<file path="config.mk">
export PLATFORM = sky130hd
export DESIGN_NAME = cao_ctrl
export DESIGN_NICKNAME = d
export VERILOG_FILES = /design/src/rtl/cao_pkg.sv /design/src/rtl/cao_ctrl.sv
export SDC_FILE = /design/constraint.sdc
export NUM_CORES = 1
export LEC_CHECK = 0
export ABC_CLOCK_PERIOD_IN_PS = 4400
export BUFFER_PORTS_ARGS = -buffer_cell sky130_fd_sc_hd__buf_4
export CAP_MARGIN = 25
export CORE_MARGIN = 1.5
export CORE_UTILIZATION = 30
export CTS_CLUSTER_SIZE = 30
export DETAILED_ROUTE_END_ITERATION = 10
export PLACE_DENSITY = 0.62
export SLEW_MARGIN = 15
export SYNTH_ARGS = -nofsm -noshare
export SYNTH_HDL_FRONTEND = slang
export SYNTH_SLANG_ARGS = --single-unit
</file>
<file path="constraint.sdc">
create_clock -name aclk -period 4.4 [get_ports aclk]
set_clock_uncertainty 0.15 [all_clocks]
set_input_delay 0.44 -clock aclk [delete_from_list [all_inputs] [get_ports aclk]]
set_output_delay 0.44 -clock aclk [all_outputs]
set_load 0.1 [all_outputs]
</file>
<file path="src/rtl/cao_pkg.sv">
`default_nettype none

package cao_pkg;

    // Default geometry of the frame and the cursor image.
    localparam int FRAME_WIDTH_DEF  = 640;
    localparam int FRAME_HEIGHT_DEF = 480;
    localparam int CURSOR_SIZE_DEF  = 32;

    // Fixed field widths.
    localparam int CFG_X_W     = 10;
    localparam int CFG_Y_W     = 9;
    localparam int IDX_W       = 10;
    localparam int CPIX_W      = 32;
    localparam int FPIX_W      = 16;
    localparam int APB_ADDR_W  = 3;
    localparam int APB_DATA_W  = 32;

    // Command codes carried in the low bit of s_tuser.
    typedef enum logic {
        CMD_LOAD  = 1'b0,
        CMD_BLEND = 1'b1
    } cmd_t;

    // Register select, taken from bit 2 of the byte address.
    typedef enum logic {
        REG_CURSOR_X = 1'b0,
        REG_CURSOR_Y = 1'b1
    } reg_sel_t;

    // Control that travels with a blend item from the front end into the pipeline.
    typedef struct packed {
        logic valid;
        logic in_win;
    } stage_ctl_t;

endpackage

`default_nettype wire

</file>
<file path="src/rtl/cao_ctrl.sv">
`default_nettype none

// Front end: clearing pass, raster counters, window test and store access.
module cao_ctrl import cao_pkg::*; #(
    parameter int FRAME_WIDTH  = FRAME_WIDTH_DEF,
    parameter int FRAME_HEIGHT = FRAME_HEIGHT_DEF,
    parameter int CURSOR_SIZE  = CURSOR_SIZE_DEF,
    parameter int DEPTH        = CURSOR_SIZE * CURSOR_SIZE,
    parameter int AW           = $clog2(DEPTH)
) (
    input  wire logic              aclk,
    input  wire logic              aresetn,
    input  wire logic              s_tvalid,
    output logic                   s_tready,
    input  wire logic              command,
    input  wire logic              frame_start,
    input  wire logic [IDX_W-1:0]  cursor_index,
    input  wire logic [CPIX_W-1:0] cursor_pixel,
    input  wire logic [CFG_X_W-1:0] cursor_x,
    input  wire logic [CFG_Y_W-1:0] cursor_y,
    input  wire logic              s1_free,
    output logic                   mem_we,
    output logic      [AW-1:0]     mem_waddr,
    output logic      [CPIX_W-1:0] mem_wdata,
    output logic                   mem_re,
    output logic      [AW-1:0]     mem_raddr,
    output stage_ctl_t             stage_out
);

    localparam int COL_W = $clog2(FRAME_WIDTH);
    localparam int ROW_W = $clog2(FRAME_HEIGHT);
    localparam int CW    = ((COL_W > CFG_X_W) ? COL_W : CFG_X_W) + 1;
    localparam int RW    = ((ROW_W > CFG_Y_W) ? ROW_W : CFG_Y_W) + 1;
    localparam int IW    = ((IDX_W > AW) ? IDX_W : AW) + 1;
    localparam int CSW   = $clog2(CURSOR_SIZE);

    logic             clearing_reg, clearing_next;
    logic [AW-1:0]    clr_addr_reg, clr_addr_next;
    logic [COL_W-1:0] col_reg, col_next;
    logic [ROW_W-1:0] row_reg, row_next;

    logic             accept, is_blend;
    logic [COL_W-1:0] col_base;
    logic [ROW_W-1:0] row_base;
    logic [CW-1:0]    dc_full;
    logic [RW-1:0]    dr_full;
    logic             in_col, in_row, idx_ok;
    logic [CSW-1:0]   dc, dr;

    assign s_tready = s1_free & ~clearing_reg;
    assign accept   = s_tvalid & s_tready;
    assign is_blend = (cmd_t'(command) == CMD_BLEND);

    // Position of this pixel; a frame start forces the top-left corner.
    assign col_base = frame_start ? '0 : col_reg;
    assign row_base = frame_start ? '0 : row_reg;

    // Window test against the cursor origin.
    assign dc_full = CW'(col_base) - CW'(cursor_x);
    assign dr_full = RW'(row_base) - RW'(cursor_y);
    assign in_col  = (CW'(col_base) >= CW'(cursor_x)) && (dc_full < CW'(CURSOR_SIZE));
    assign in_row  = (RW'(row_base) >= RW'(cursor_y)) && (dr_full < RW'(CURSOR_SIZE));
    assign dc      = dc_full[CSW-1:0];
    assign dr      = dr_full[CSW-1:0];

    assign idx_ok = (IW'(cursor_index) < IW'(DEPTH));

    // Store access: the clearing pass owns the write port until it ends.
    always_comb begin
        mem_re    = accept & is_blend;
        mem_raddr = AW'(AW'(dr) * AW'(CURSOR_SIZE) + AW'(dc));
        if (clearing_reg) begin
            mem_we    = 1'b1;
            mem_waddr = clr_addr_reg;
            mem_wdata = '0;
        end else begin
            mem_we    = accept & ~is_blend & idx_ok;
            mem_waddr = AW'(cursor_index);
            mem_wdata = cursor_pixel;
        end
    end

    assign stage_out.valid  = accept & is_blend;
    assign stage_out.in_win = in_col & in_row;

    // Next state of the clearing pass and the raster counters.
    always_comb begin
        clearing_next = clearing_reg;
        clr_addr_next = clr_addr_reg;
        col_next      = col_reg;
        row_next      = row_reg;
        if (clearing_reg) begin
            clr_addr_next = clr_addr_reg + 1'b1;
            if (clr_addr_reg == AW'(DEPTH - 1)) begin
                clearing_next = 1'b0;
            end
        end
        if (accept && is_blend) begin
            if (col_base == COL_W'(FRAME_WIDTH - 1)) begin
                col_next = '0;
                row_next = (row_base == ROW_W'(FRAME_HEIGHT - 1)) ? '0 : row_base + 1'b1;
            end else begin
                col_next = col_base + 1'b1;
                row_next = row_base;
            end
        end
    end

    always_ff @(posedge aclk) begin
        if (!aresetn) begin
            clearing_reg <= 1'b1;
            clr_addr_reg <= '0;
            col_reg      <= '0;
            row_reg      <= '0;
        end else begin
            clearing_reg <= clearing_next;
            clr_addr_reg <= clr_addr_next;
            col_reg      <= col_next;
            row_reg      <= row_next;
        end
    end

endmodule

`default_nettype wire

</file>
[Word-level counts from Yosys, hierarchy flattened]
Index checks and enable logic that the tools add are counted.
Operators by class
  add/subtract/negate cells: 6
  mux-type cells: 10
  reductions and logical operators: 3
  equal/unequal tests: 3
  magnitude comparators: 4
  bitwise logic cells: 7
Operators by type and width (number)
  $mux W32: 1
  $mux W10: 3
  $mux W9: 3
  $add A10 B1 Y10 const B: 2
  $eq A10 B10 Y1 const B: 2
  $lt A11 B6 Y1 const B: 1
  $sub A10 B10 Y11: 1
  $add A10 B5 Y10: 1
  $ge A10 B10 Y1: 1
  $lt A10 B6 Y1 const B: 1
  $sub A9 B9 Y10: 1
  $add A9 B1 Y9 const B: 1
  $eq A9 B9 Y1 const B: 1
  $ge A9 B9 Y1: 1
  $and A1 B1 Y1: 5
  $logic_and A1 B1 Y1: 3
  $mux W1: 3
  $not A1 Y1: 2
Word-level totals
  word-level logic and storage cells: 37
  input bits: 67
  output and inout bits: 57
  flip-flop bits (word level): 30

[Longest topological paths before layout]
  depth after elaboration: 5
  gate-level depth with buffers: 12

[Worst setup path before layout]
No wires, ideal clock.
  path type: input port to output port
  start: input frame_start
  end: output stage_out[0] (netlist bit)
  arrival: 4224 ps
  setup slack: -414 ps
  path buffers: 2
  stages on the path: 10
  path through: clkbuf_1 > clkbuf_1 > nor2b_1 > ha_1 > and4b_1 > a21oi_2 > a21boi_1 > a2111o_1 > a221o_1 > nor4_2
RTL lines
  start: declaration: RTL line cao_ctrl.sv:16  | input wire logic frame_start,
  end: declaration: RTL line cao_ctrl.sv:27  | output stage_ctl_t stage_out

==> impl_metrics.yaml <==
floorplan:
  coreArea_um2: 9680
  initial_core_util_pct: 30.8
  boundaryPins: 124
  fp.dieArea_um2: 10500
  chipHeight_um: 103
  rows: 36
  fp.dieW_um: 103
yosys:
  synth_compound_area_share_pct: 19.5
  synth_cells: 403
  synth_top_family_by_area: "simple AND/OR/NAND/NOR gates"
  syn-num-nets: 491
  synth_cell_types: 57
  synthAdderAreaFrac_pct: 9.15
  yosys.area_share.simple_pct: 34.6
  yosysWarnings: 0
  synth_area_um2: 2980
  synthArstFlopShare_pct: 0
  synthXorXnorAreaFrac_pct: 4.99
  synth.top_cells.by_area: "dfxtp_1, nor2b_1, ha_1"
  synth_top_cell_by_area: "dfxtp_1"
  synth-seq-cells: 30
  muxShareOfSynthArea_pct: 4.83
  synth_most_common_cell: "nor2b_1"
  syn_area_per_cell_um2: 7.40
  yosys-top-cells-count: "nor2b_1, inv_1, dfxtp_1"
  synth_ff_type: "dfxtp_1"
  synth.top_cell.area_share_pct: 20.1
  synth-edff-count: 0
  ys_seq_area_share_pct: 20.1
worst_setup_path:
  cp.arrival_ns: 3.22
  required_ns: 3.81
  path_common_cell: "or3_1"
  r2r-start: "row_reg[1]"
  crit_start: "col_reg[1]"
  crit_slowest_cell: "dfxtp_1"
  worstSetupStartpointType: "flip-flop"
  reg2reg_to: "row_reg[3]"
  path_cells: "nor3b_1, nor2_1, ha_1, or3_1, o22ai_1, or3_1, nand4_1, a221o_1, nor4_4, buf_4"
  crit_type: "reg2out"
  cpLargestDelayFamily: "simple AND/OR/NAND/NOR gates"
  cp_max_fo: 8
  r2r_cells: 7
  reg2reg_slack_ns: 1.77
  cp.buffers_inverters: 1
  critPathMaxStageDelay_ns: 0.43
  endpoint_kind: "output port"
pwr:
  p_seq_share_pct: 33.1
  p_sw_mw: 0.240
  p_leak_nw: 1.93
  switching_share_pct: 28.6
  max-vdd-ir-drop_uv: 122
  comb_power_share_pct: 24.9
  p_int_mw: 0.597
  p_per_area_nw_per_um2: 201
  p_clk_share_pct: 42.0
global_route:
  grt_usage_pct: 14.9
  grt_overflow: 0
  grt_max_degree: 53
  grt_pass1_vias: 2858
  antenna_found_initial: 0
  grt_pass1_wl_um: 12800
placed_design:
  io_buffers: 123
  placed_cells: 643
  gp_congestion: 0.794
  post-dp-hpwl_um: 6280
  pre_cts_ws_ns: 0.708
outcome:
  status: "complete, no violations"
worst_hold_path:
  whs_endpoint: "clearing_reg"
  hp-class: "in2reg"
  whs_path_depth: 2
  holdCritStartpoint: "aresetn"
detailed_routing:
  drcViolationCount: 0
  wire_per_inst_um: 12.3
  drt_iter0_drc: 148
  dr_total_vias: 3157
  ant_nets: 0
  drt_wl_total_um: 7990
  drt-pass1-iter-count: 4
  avgViaCountPerCell: 4.85
sta:
  setup_ws_ns: 0.587
  slew_viol_final: 0
  setup_viol: 0
  worst_slew_pin_slew_ns: 0.720
  finalHoldViolCount: 0
  period_needed_ns: 3.81
  fmax_mhz: 262
  period_share_pct: 86.7
  setup-tns-final_ns: 0
  maxSlewHeadroom_pct: 51.3
  grt_setup_unrepaired: "false"
  whs_ns: 0.328
clock_network:
  clockRootBuffer: "clkbuf_8"
  clk_pin_slew_ns: 0.07
  htreeDepth: 2
  cts_buffers: 5
  numClockSinks: 30
  cts_max_path_buffers: 2
  cts_resized: 0
  holdBufCountCts: 0
  clock_latency_ns: 0.29
  cts_tree: "built"
  post-cts-setup-buffer-count: 0
layout:
  n_fill_cell: 976
  drive_gt1_share_pct: 29.2
  multi_input_area_um2: 2190
  fin_cells: 651
  nets: 605
  area_growth_pct: 39.9
  regArea_um2: 601
  antenna_cells: 0
job:
  cap_viol_max_count: 0
[through the flow]
| stage | util, % | power [mW] | instance area (µm²) |
|---|---|---|---|
| 6_report | 43.1 | 0.836 | 4170 |
| 5_1_grt | 43.1 | 0.869 | 4170 |
| 4_1_cts | 43.1 | 0.846 | 4170 |
| 3_5_place_dp | 41.6 | 0.492 | 4030 |
| 3_3_place_gp | 41.6 | 0.490 | 4030 |
| 2_1_floorplan | - | 0.419 | 2990 |
[area by class of cell]
type / instances / area share [%]
well taps: 133 / 3.99
multi-input cells: 320 / 52.4
clock inverters: 2 / 1.44
inverters: 34 / 3.06
repair buffers: 126 / 22.7
flip-flops and latches: 30 / 14.4
clock buffers: 6 / 1.98
[per-layer routing]
metal / vias to the layer above / share of wire, % / global-route usage, % / wire (µm)
met1: 1406 / 45 / 19.4 / 3580
li1: 1651 / - / - / -
met3: 9 / 5.9 / 2.51 / 473
met2: 91 / 48 / 26.0 / 3870
met5: - / 0 / 0 / 0
met4: 0 / 0.84 / 2.53 / 67
[worst reg2reg max path: cells and delay by family (launching register included)]
family,cells,cell delay [ns]
AO/OA/AOI/OAI,3,1.38
adder cells (fa/ha/maj),1,0.26
buffers and inverters,1,0.09
flip-flops,1,0.34
AND/OR/NAND/NOR,2,0.34
[placed cells by master, fill, tap and decap left out, types with 4 or more instances in the layout]
| cell type | synthesis | routed |
|---|---|---|
| nor2b_1 | 54 | 54 |
| o22ai_1 | 5 | 5 |
| nand2_1 | 28 | 28 |
| and2_1 | 14 | 14 |
| nor4_1 | 4 | 4 |
| or3_1 | 5 | 5 |
| o31ai_1 | 4 | 4 |
| clkbuf_8 | 0 | 6 |
| nand2b_1 | 5 | 5 |
| buf_4 | 1 | 126 |
| a31oi_1 | 4 | 4 |
| ha_1 | 21 | 21 |
| mux2_2 | 11 | 11 |
| nand3_1 | 10 | 10 |
| and3_1 | 5 | 5 |
| o21ai_0 | 27 | 27 |
| a21boi_0 | 7 | 7 |
| a21oi_1 | 18 | 18 |
| xor2_1 | 4 | 4 |
| dfxtp_1 | 30 | 30 |
| nor2_1 | 20 | 20 |
| inv_1 | 34 | 34 |
| xnor2_1 | 13 | 13 |
| nand4_1 | 11 | 11 |
[cells by family (layout without fill, tap and decap cells)]
logic type | count (synthesis) | count (layout)
mux | 13 | 13
flops | 30 | 30
simple gates | 178 | 178
buf+inv | 53 | 168
compound gates | 90 | 90
fa+ha+maj | 22 | 22
xor+xnor | 17 | 17
[power by group through the flow]
stage / Combinational, mW / Sequential [mW] / Clock (mW)
after floorplan: 0.137 / 0.282 / 0
after global placement: 0.207 / 0.283 / 0
after detailed placement: 0.209 / 0.283 / 0
after CTS: 0.209 / 0.277 / 0.359
after global routing: 0.222 / 0.277 / 0.370
final: 0.208 / 0.277 / 0.351
[how the worst max path moves through the flow]
stage	to	cells past startpoint
2_1_floorplan	stage_out[0]	10
3_3_place_gp	stage_out[0]	12
3_5_place_dp	stage_out[0]	11
4_1_cts	stage_out[0]	10
5_1_grt	stage_out[0]	10
6_report	stage_out[0]	10
No activity file was read; power rests on OpenSTA's default activity.
