==> config.mk <==
export PLATFORM = sky130hd
export DESIGN_NAME = cao_blend
export DESIGN_NICKNAME = d
export VERILOG_FILES = /design/src/rtl/cao_pkg.sv /design/src/rtl/cao_blend.sv
export SDC_FILE = /design/constraint.sdc
export NUM_CORES = 1
export LEC_CHECK = 0
export BUFFER_PORTS_ARGS = -buffer_cell sky130_fd_sc_hd__buf_2
export CELL_PAD_IN_SITES_DETAIL_PLACEMENT = 1
export CELL_PAD_IN_SITES_GLOBAL_PLACEMENT = 1
export CORE_MARGIN = 1
export CORE_UTILIZATION = 50
export CTS_BUF_LIST = sky130_fd_sc_hd__clkbuf_4 sky130_fd_sc_hd__clkbuf_8
export CTS_CLUSTER_DIAMETER = 200
export DETAILED_ROUTE_END_ITERATION = 10
export HOLD_SLACK_MARGIN = 0.08
export PLACE_DENSITY = 0.81
export SLEW_MARGIN = 10
export SYNTH_ARGS = -nofsm -noshare
export SYNTH_HDL_FRONTEND = slang
export SYNTH_SLANG_ARGS = --single-unit
==> constraint.sdc <==
create_clock -name aclk -period 6.9 [get_ports aclk]
set_input_delay 1.035 -clock aclk [delete_from_list [all_inputs] [get_ports aclk]]
set_output_delay 1.035 -clock aclk [all_outputs]
set_load 0.1 [all_outputs]
==> src/rtl/cao_pkg.sv <==
`default_nettype none

package cao_pkg;

    // Default geometry of the frame and the cursor image.
    localparam int FRAME_WIDTH_DEF  = 640;
    localparam int FRAME_HEIGHT_DEF = 480;
    localparam int CURSOR_SIZE_DEF  = 32;

    // Fixed field widths.
    localparam int CFG_X_W     = 10;
    localparam int CFG_Y_W     = 9;
    localparam int IDX_W       = 10;
    localparam int CPIX_W      = 32;
    localparam int FPIX_W      = 16;
    localparam int APB_ADDR_W  = 3;
    localparam int APB_DATA_W  = 32;

    // Command codes carried in the low bit of s_tuser.
    typedef enum logic {
        CMD_LOAD  = 1'b0,
        CMD_BLEND = 1'b1
    } cmd_t;

    // Register select, taken from bit 2 of the byte address.
    typedef enum logic {
        REG_CURSOR_X = 1'b0,
        REG_CURSOR_Y = 1'b1
    } reg_sel_t;

    // Control that travels with a blend item from the front end into the pipeline.
    typedef struct packed {
        logic valid;
        logic in_win;
    } stage_ctl_t;

endpackage

`default_nettype wire

==> src/rtl/cao_blend.sv <==
`default_nettype none

// Blend pipeline: store data stage, weighted sums, divide by 255 into the output register.
module cao_blend import cao_pkg::*; (
    input  wire logic              aclk,
    input  wire logic              aresetn,
    input  wire stage_ctl_t        stage_in,
    input  wire logic [FPIX_W-1:0] pix_in,
    input  wire logic [CPIX_W-1:0] mem_rdata,
    output logic                   s1_free,
    output logic                   m_tvalid,
    input  wire logic              m_tready,
    output logic      [FPIX_W-1:0] blended_pixel
);

    logic              v1_reg, v1_next, v2_reg, v2_next, ov_reg, ov_next;
    logic              win1_reg, win2_reg;
    logic [FPIX_W-1:0] pix1_reg, pix2_reg, out_reg;
    logic [13:0]       sb2_reg, sg2_reg, sr2_reg;
    logic              s2_free, o_free;

    logic [7:0]        alpha, alpha_inv;
    logic [13:0]       sb, sg, sr;
    logic [5:0]        qb, qg, qr;

    // Exact x/255 for x below 16320, where the quotient fits in six bits.
    function automatic logic [5:0] div255(input logic [13:0] x);
        logic [16:0] t;
        t = 17'(x) + 17'(x[13:8]) + 17'd1;
        return t[13:8];
    endfunction

    assign o_free  = ~ov_reg | m_tready;
    assign s2_free = ~v2_reg | o_free;
    assign s1_free = ~v1_reg | s2_free;

    // Weighted sums of the reduced cursor color and the frame color.
    assign alpha     = mem_rdata[7:0];
    assign alpha_inv = 8'd255 - alpha;
    assign sb = 14'(mem_rdata[31:27]) * 14'(alpha) + 14'(pix1_reg[15:11]) * 14'(alpha_inv);
    assign sg = 14'(mem_rdata[23:18]) * 14'(alpha) + 14'(pix1_reg[10:5]) * 14'(alpha_inv);
    assign sr = 14'(mem_rdata[15:11]) * 14'(alpha) + 14'(pix1_reg[4:0]) * 14'(alpha_inv);

    // Quotients of the registered sums.
    assign qb = div255(sb2_reg);
    assign qg = div255(sg2_reg);
    assign qr = div255(sr2_reg);

    // Occupancy of each stage.
    always_comb begin
        v1_next = v1_reg;
        v2_next = v2_reg;
        ov_next = ov_reg;
        if (o_free) begin
            ov_next = v2_reg;
        end
        if (s2_free) begin
            v2_next = v1_reg;
        end
        if (s1_free) begin
            v1_next = stage_in.valid;
        end
    end

    always_ff @(posedge aclk) begin
        if (!aresetn) begin
            v1_reg <= 1'b0;
            v2_reg <= 1'b0;
            ov_reg <= 1'b0;
        end else begin
            v1_reg <= v1_next;
            v2_reg <= v2_next;
            ov_reg <= ov_next;
        end
    end

    // Payload registers move with their stage.
    always_ff @(posedge aclk) begin
        if (s1_free) begin
            win1_reg <= stage_in.in_win;
            pix1_reg <= pix_in;
        end
        if (s2_free) begin
            win2_reg <= win1_reg;
            pix2_reg <= pix1_reg;
            sb2_reg  <= sb;
            sg2_reg  <= sg;
            sr2_reg  <= sr;
        end
        if (o_free) begin
            out_reg <= win2_reg ? {qb[4:0], qg, qr[4:0]} : pix2_reg;
        end
    end

    assign m_tvalid      = ov_reg;
    assign blended_pixel = out_reg;

endmodule

`default_nettype wire

# Yosys cells after proc, flatten, opt, wreduce, memory -nomap -nowiden
# Index checks and enable logic that the tools add are counted.
# totals
regBits,95
word_cells,34
# classes
n_addsub,10
mul,6
muxes,1
bitwise_logic,6
# op_table
operator,n
$mul 5x8->13,4
$add 13x13->14,2
$mul 6x8->14,2
$add 13x1->13 const B,2
$add 13x6->13,2
$mux 16,1
$add 14x1->14 const B,1
$add 14x14->14,1
$add 14x6->14,1
$sub 8x8->8 const A,1
$not 1->1,3
$or 1x1->1,3

# Logic depth before layout (Yosys ltp)
# Gate-level depths: netlist of the first run.
# logic_depth
word_depth,4
mapped_depth,19

# Worst setup path before layout of the first run
# No wires, ideal clock.
# synth_timing
kind,in2reg
start,input mem_rdata[5]
end,"register sr2_reg[10], data pin"
setup_ns,0.180
arrival_time_ns,5.540
t_required_ns,6.720
slack_ns,1.180
path_stages,16
cell_sequence,clkbuf_1 > clkbuf_1 > nand2_1 > fa_1 > inv_1 > fa_1 > inv_1 > fa_1 > fa_1 > fa_1 > inv_1 > ha_1 > or2_2 > a21o_1 > a2111o_1 > o311ai_1
# synth_via
elab_chain_len,3
word_cells_on_any_way,4
cone_classes,add/sub (2); mul (2)
# synth_lines
item,line,source
"start, declared",cao_blend.sv:9,"input wire logic [CPIX_W-1:0] mem_rdata,"
$sub 8x8->8,cao_blend.sv:39,assign alpha_inv = 8'd255 - alpha;
$mul 5x8->13,cao_blend.sv:42,assign sr = 14'(mem_rdata[15:11]) * 14'(alpha) + 14'(pix1_reg[4:0]) * 14'(alpha_inv);
$add 13x13->14 *,cao_blend.sv:42,
named net sr[10],cao_blend.sv:23,"logic [13:0] sb, sg, sr;"
"end signal, assigned",cao_blend.sv:88,sr2_reg <= sr;
"end, declared",cao_blend.sv:19,"logic [13:0] sb2_reg, sg2_reg, sr2_reg;"
# Mark *: on every way through the listed nets, which the timed path passes. The rest lies on a longest branch.
# A chain may end at the register's enable or synchronous reset.

# Worst setup path after layout of the first run
# layout_timing
start,input mem_rdata[2]
end,"register sb2_reg[13], data pin"
# layout_via
elab_chain_len,3
word_cells_on_any_way,4
cone_classes,add/sub (2); mul (2)
# layout_lines
item,line,source
$sub 8x8->8,cao_blend.sv:39,
$mul 5x8->13,cao_blend.sv:40,assign sb = 14'(mem_rdata[31:27]) * 14'(alpha) + 14'(pix1_reg[15:11]) * 14'(alpha_inv);
$add 13x13->14 *,cao_blend.sv:40,
named net sb[13],cao_blend.sv:23,
"end signal, assigned",cao_blend.sv:86,sb2_reg <= sb;
"end, declared",cao_blend.sv:19,
# Marks and branches as above.

==> results.md, run 1 <==
* F_max at 175 MHz
* Largest cells by area after synthesis: fa_1 29%, edfxtp_1 23%, ha_1 13%
* Number of I/O port buffers at 62
* Share of layout cells above drive strength 1 at 8.10%
* Clk_lat worst skew at 0.39 ns
* Outcome: completed
* Critical path's slowest cell: fa_1
* Routed vias at between 8000 and 9000
* Num CTS Buffers at 9
* Post-DRT Antenna Nets at 0
* Hold_ws at 0.439 ns
* RSZ-0062 raised after global routing: no
* Most frequent cells after synthesis: 230 x inv_1, 178 x fa_1, 122 x ha_1
* Share of the synthesized area in the top cell type at 29.5%
* H-tree depth at 3
* # IOs at 71
* Hold Crit Class: register to register
* Unique masters post-synth at 54
* Initial antenna violation count at 0
* Worst Path Required at 7.10 ns
* Largest net degree at the start of global routing at 60
* Worst-path clk slew at about 0.10 ns
* First-pass GRT wire length at 46.5 mm
* CTS sink count at 95
* Layout Nets at 1583
* WL/cell at 18.0 um
* Tmin final at roughly 5.7 ns
* Die Span Y at 158 um
* CP arrival at 5.93 ns
* DRC viols at 0
* Vias/cell at 5.39
* Synth Flop Type: edfxtp_1
* Chip Width at between 150 and 200 um
* Hold Buf Count CTS at 0
* Setup bufs post-CTS at 0
* Yosys reg bits at 95
* Placed Area at 12700 um2
* Final Cycle Share at 83.0%
* Peak supply drop at roughly 290 uV
* Crit. End Element: register
* Slew HR at 43.7%
* Critical Path Fanout Max at 32
* Inst Count DP at 1538
* Critical path, cell by cell: buf_2 -> nand2_1 -> fa_1 -> inv_1 -> fa_1 -> inv_1 -> fa_1 -> fa_1 -> fa_1 -> inv_1 -> ha_1 -> a211oi_1 -> nor2_1 -> o2111ai_1 -> a21oi_1 -> xnor2_1
* Root Buffer: clkbuf_8
* Core ar. at around 24000 um2
* Area leader, netlist: fa_1
* Non-Filler Instances at 1554
* Ys Warns at 0
* First-pass detailed-route iteration total at 4
* Layout Area Growth over Synthesis at 6.89%
* Worst Tran Pin Value at about 0.84 ns
* Post-Synthesis Cells at 1185
* Cell Area, Synth at 12100 um2
* Mean post-synth cell area at around 10 um2
* CP Class: primary input to register
* Total track usage at 24.6%
* Total Negative Setup Slacks at 0 ns
* Critical Path Start Type: primary input
* Critical Path Most Common Cell: fa_1
* Final Cell Area at 12900 um2
* CP max stage delay at between 0.5 and 0.6 ns
* Post-synth EDFFs at 92
* Endpoints failing hold at 0
* Remaining global-route overflow at 0
* Post-DP HPWL at about 22 mm
* Leak at 6.16 nW
* GP Congestion at 0.834
* Power Total at roughly 5.6 mW
* CTS Buffer Depth at 2
* Share of flip-flops with an asynchronous set or reset at 0%
* Final setup viols at 0
* Vias in the first global route at 9372
* Initial Util at around half
* CTS tree: done
* CTS resizes at 0
* DRT iter0 DRCs at 342
* Max cap viols at 0
* Clock Skew at around 0.021 ns
* Max Slew Vio Count at 0
* Final wirelength at about 28 mm
* N_diodes at 0
* Seq/Total Area, Yosys at a little under a quarter
* FP Rows at 56
* Power Density at ~430 nW/um2
* Die area at approximately 25000 um2
* Count leader, synth: inv_1
==> where the power goes <==
group          leakage [nW]  internal (mW)  switching (mW)
Sequential            0.997          0.984           0.120
Clock                 0.105          0.207           0.211
Combinational          5.05           1.65            2.42
==> metal layers <==
metal,up-vias,track usage [%],routed length [um]
met5,-,0,0
met2,130,46.5,14900
met3,26,3.63,917
li1,3858,-,-
met1,4364,29.5,11800
met4,0,5.09,372
==> kinds of logic (layout without fill, tap and decap cells) <==
family / after synthesis / after routing / share of synthesized area [%]
fa+ha+maj: 300 / 300 / 42.1
xor+xnor: 42 / 42 / 3.04
compound gates: 140 / 140 / 8.09
buf+inv: 264 / 312 / 8.23
other cells: 1 / 3 / 0.0310
mux: 6 / 6 / 0.538
flops: 95 / 95 / 23.3
simple gates: 337 / 337 / 14.6
==> worst paths after layout <==
kind	depth (start not counted)	endpoint	slack, ns	start
max	16	sb2_reg[13]	1.17	mem_rdata[2]
min	0	win2_reg	0.44	win1_reg
max reg2reg	16	sg2_reg[11]	1.82	pix1_reg[5]
min reg2reg	0	win2_reg	0.44	win1_reg
==> through the flow <==
stage	utilization, %	worst slack, ns
floorplan	-	1.18
global placement	53.8	0.896
detailed placement	53.8	0.766
CTS	54.7	1.19
global route	54.7	1.01
finish	54.7	1.17
==> layout by cell type, fill, tap and decap left out, types with 6 or more instances in the layout <==
master	count
nor2_1	36
inv_1	230
nor3_1	6
a21oi_1	35
and3_1	6
nand2_1	96
nor2b_1	95
fa_1	178
a21o_1	14
xnor2_1	22
xor2_1	20
edfxtp_1	92
o211ai_1	8
nand2b_1	35
buf_2	62
o21a_1	9
o21ai_0	18
and2_1	42
ha_1	122
clkbuf_8	9
o2111ai_1	6
==> critical path: cells and delay by family <==
kind / cells / cell delay [ns]
adders and majority gates: 6 / 2.89
and+or+nand+nor: 2 / 0.33
xor gates and xnor gates: 1 / 0.26
buffers and inverters: 4 / 0.66
AOI/OAI and AO/OA: 3 / 0.74
==> area by class of cell <==
class | count | area, um2
Timing Repair Buffer | 66 | 340
Fill cell | 2696 | 10700
Multi-Input combinational cell | 828 | 8290
Inverter | 230 | 863
Clock inverter | 6 | 83.8
Sequential cell | 95 | 2820
Clock buffer | 10 | 131
Tap cell | 319 | 399
No activity file was read; power rests on OpenSTA's default activity.
==> run 2: changes to the inputs <==
Settings changed: CORE_UTILIZATION 50 to 46, PLACE_DENSITY 0.81 to 0.78.
Clock period 6.9 ns to 4.7 ns, I/O delays scaled along.
==> run 2 against run 1 <==
The run now ends with setup timing left; core utilization up 3.5 points; via count up 8.9%; non-clock buffer count up 161; first-iteration DRC count down 9.1%; clock power up 48%; sequential cell count unchanged; critical path depth up 1; power up 94%; critical path type is now register to register; largest power group unchanged; highest routed layer unchanged.
==> results.md, run 2 (synthesized netlist as in run 1, its figures left out) <==
* Outcome: finished with violations (was completed)
* Failing checks: setup timing
* Chip Width at 164 um (was 158 um)
* Routed vias at 9123 (was 8378)
* F_max at 203 MHz
* Commonest non-fill, non-tap cell in the layout: inv_1 (unchanged)
* CP arrival at 5.15 ns (was 5.93 ns)
* Layout Nets at 1744 (was 1583)
* Min-delay src: win1_reg (unchanged)
* Power Density at 732 nW/um2 (was 433 nW/um2)
* RSZ-0062 raised after global routing: yes (was no)
* DRT iter0 DRCs at 311 (was 342)
* Num CTS Buffers at 9 (unchanged)
* Hold_ws at 0.445 ns (was 0.439 ns)
* Placed Area at 14100 um2 (was 12700 um2)
* Hold Buf Count CTS at 0 (unchanged)
* DRC viols at 0 (unchanged)
* Peak supply drop at 511 uV (was 288 uV)
* GP Congestion at 0.820 (was 0.834)
* Pre-CTS setup slack at -0.710 ns (was 0.766 ns)
* Endpoints failing hold at 0 (unchanged)
* Share of layout cells above drive strength 1 at 26.4% (was 8.10%)
* FP Rows at 58 (was 56)
* Tmin final at 4.92 ns
* Crit. End Element: register (unchanged)
* Slew HR at 27.3% (was 43.7%)
* Worst R2R End: sr2_reg[13] (was sg2_reg[11])
* Most frequent cells in the layout: 211 x inv_1, 165 x fa_1, 156 x buf_4 (was 230 x inv_1, 178 x fa_1, 122 x ha_1)
* Hold Crit Class: register to register (unchanged)
* Total track usage at 25.0% (was 24.6%)
* Initial antenna violation count at 0 (unchanged)
* Root Buffer: clkbuf_8 (unchanged)
* Non-Filler Instances at 1726 (was 1554)
* H-tree depth at 3 (unchanged)
* Clk_lat worst skew at 0.41 ns (was 0.39 ns)
* Reg-to-Reg Start: pix1_reg[1] (was pix1_reg[5])
* Post-DP HPWL at 25.3 mm (was 22.0 mm)
* Fin worst setup slack at -0.225 ns (was 1.17 ns)
* Initial Util at 47.5% (was 51.2%)
* Post-DRT Antenna Nets at 0 (unchanged)
* Largest net degree at the start of global routing at 40 (was 60)
* Max Slew Vio Count at 0 (unchanged)
* Vias in the first global route at 10458 (was 9372)
* Total Negative Setup Slacks at -0.905 ns (was 0 ns)
* First-pass detailed-route iteration total at 5 (was 4)
* Die Span Y at 164 um (was 158 um)
* Final setup viols at 9 (was 0)
* CTS sink count at 95 (unchanged)
* CTS Buffer Depth at 2 (unchanged)
* Final Cycle Share at 105%
* # IOs at 71 (unchanged)
* Inst Count DP at 1690 (was 1538)
* N_diodes at 0 (unchanged)
* Number of I/O port buffers at 62 (unchanged)
* Critical Path Fanout Max at 3 (was 32)
* Final Cell Area at 14800 um2 (was 12900 um2)
* CTS tree: done (unchanged)
* Vias/cell at 5.29 (was 5.39)
* Worst Tran Pin Value at 1.09 ns (was 0.843 ns)
* Power Total at 10.9 mW (was 5.59 mW)
* Post-route core utilization at 58.2% (was 54.7%)
* Worst Hold Endpoint: win2_reg (unchanged)
* Hold depth at 0 (unchanged)
* Final wirelength at 32.9 mm (was 28.0 mm)
* Max cap viols at 0 (unchanged)
* Layout Area Growth over Synthesis at 22.6% (was 6.89%)
* Worst-path clk slew at 0.13 ns (was 0.10 ns)
* First-pass GRT wire length at 51.4 mm (was 46.5 mm)
* Die area at 26900 um2 (was 24800 um2)
* Leak at 7.08 nW (was 6.16 nW)
* R2R setup slack at -0.22 ns (was 1.82 ns)
* Remaining global-route overflow at 0 (unchanged)
* WL/cell at 19.1 um (was 18.0 um)
* Core ar. at 25500 um2 (was 23600 um2)
* Critical Path Start Type: register (was primary input)
* Clock Skew at 0.0249 ns (was 0.0208 ns)
* Worst Path Required at 4.92 ns (was 7.10 ns)
* CP Class: register to register (was primary input to register)
* Reg2Reg Depth at 17 (was 16)
run 2: layout make-up:
type,count,area [um2]
fillers,2779,10600
repair buffers,227,1690
well taps,330,413
clock buffers,9,124
inverters,230,863
flip-flops and latches,95,2820
clock inverters,7,88.8
multi-input cells,828,8830
run 2: power breakdown:
part           internal, mW  leakage (nW)  switching (mW)
Combinational          4.11          5.97            4.52
Clock                 0.258         0.104           0.361
Sequential             1.44         0.997           0.167
run 2: worst max-delay path: stages (launching register included):
cell,delay [ns]
edfxtp_1,0.48
buf_6,0.17
nor2b_4,0.12
fa_1,0.49
inv_2,0.04
fa_1,0.53
inv_1,0.05
fa_1,0.48
fa_1,0.51
inv_1,0.05
fa_1,0.50
inv_2,0.05
ha_4,0.28
inv_2,0.04
o21a_1,0.20
o21a_1,0.23
or2_4,0.27
a211oi_2,0.23
run 2: layer usage:
| metal | vias up | global-route usage [%] | part of all wire [%] |
|---|---|---|---|
| met3 | 71 | 3.23 | 3.0 |
| li1 | 4185 | - | - |
| met1 | 4691 | 29.2 | 40 |
| met4 | 0 | 9.13 | 3.2 |
| met2 | 176 | 46.2 | 54 |
| met5 | - | 0 | 0 |
run 2: worst max path at each step:
| stage | end | cells after the start | startpoint | slack [ns] |
|---|---|---|---|---|
| floorplan | sr2_reg[9] | 17 | mem_rdata[0] | -0.21 |
| global placement | sb2_reg[13] | 17 | mem_rdata[2] | -0.59 |
| detailed placement | sb2_reg[13] | 17 | mem_rdata[5] | -0.71 |
| CTS | sg2_reg[13] | 16 | pix1_reg[8] | -0.11 |
| global route | sr2_reg[13] | 17 | pix1_reg[1] | -0.31 |
| finish | sr2_reg[13] | 17 | pix1_reg[1] | -0.22 |
run 2: timing repair:
| item | CTS | global route |
|---|---|---|
| setup buffers | 11 | 10 |
| hold endpoints to repair | 0 | 0 |
| cloned | 0 | 0 |
| setup endpoints to repair | 20 | 18 |
| gates resized for setup | 50 | 61 |
| pin swaps | 24 | 39 |
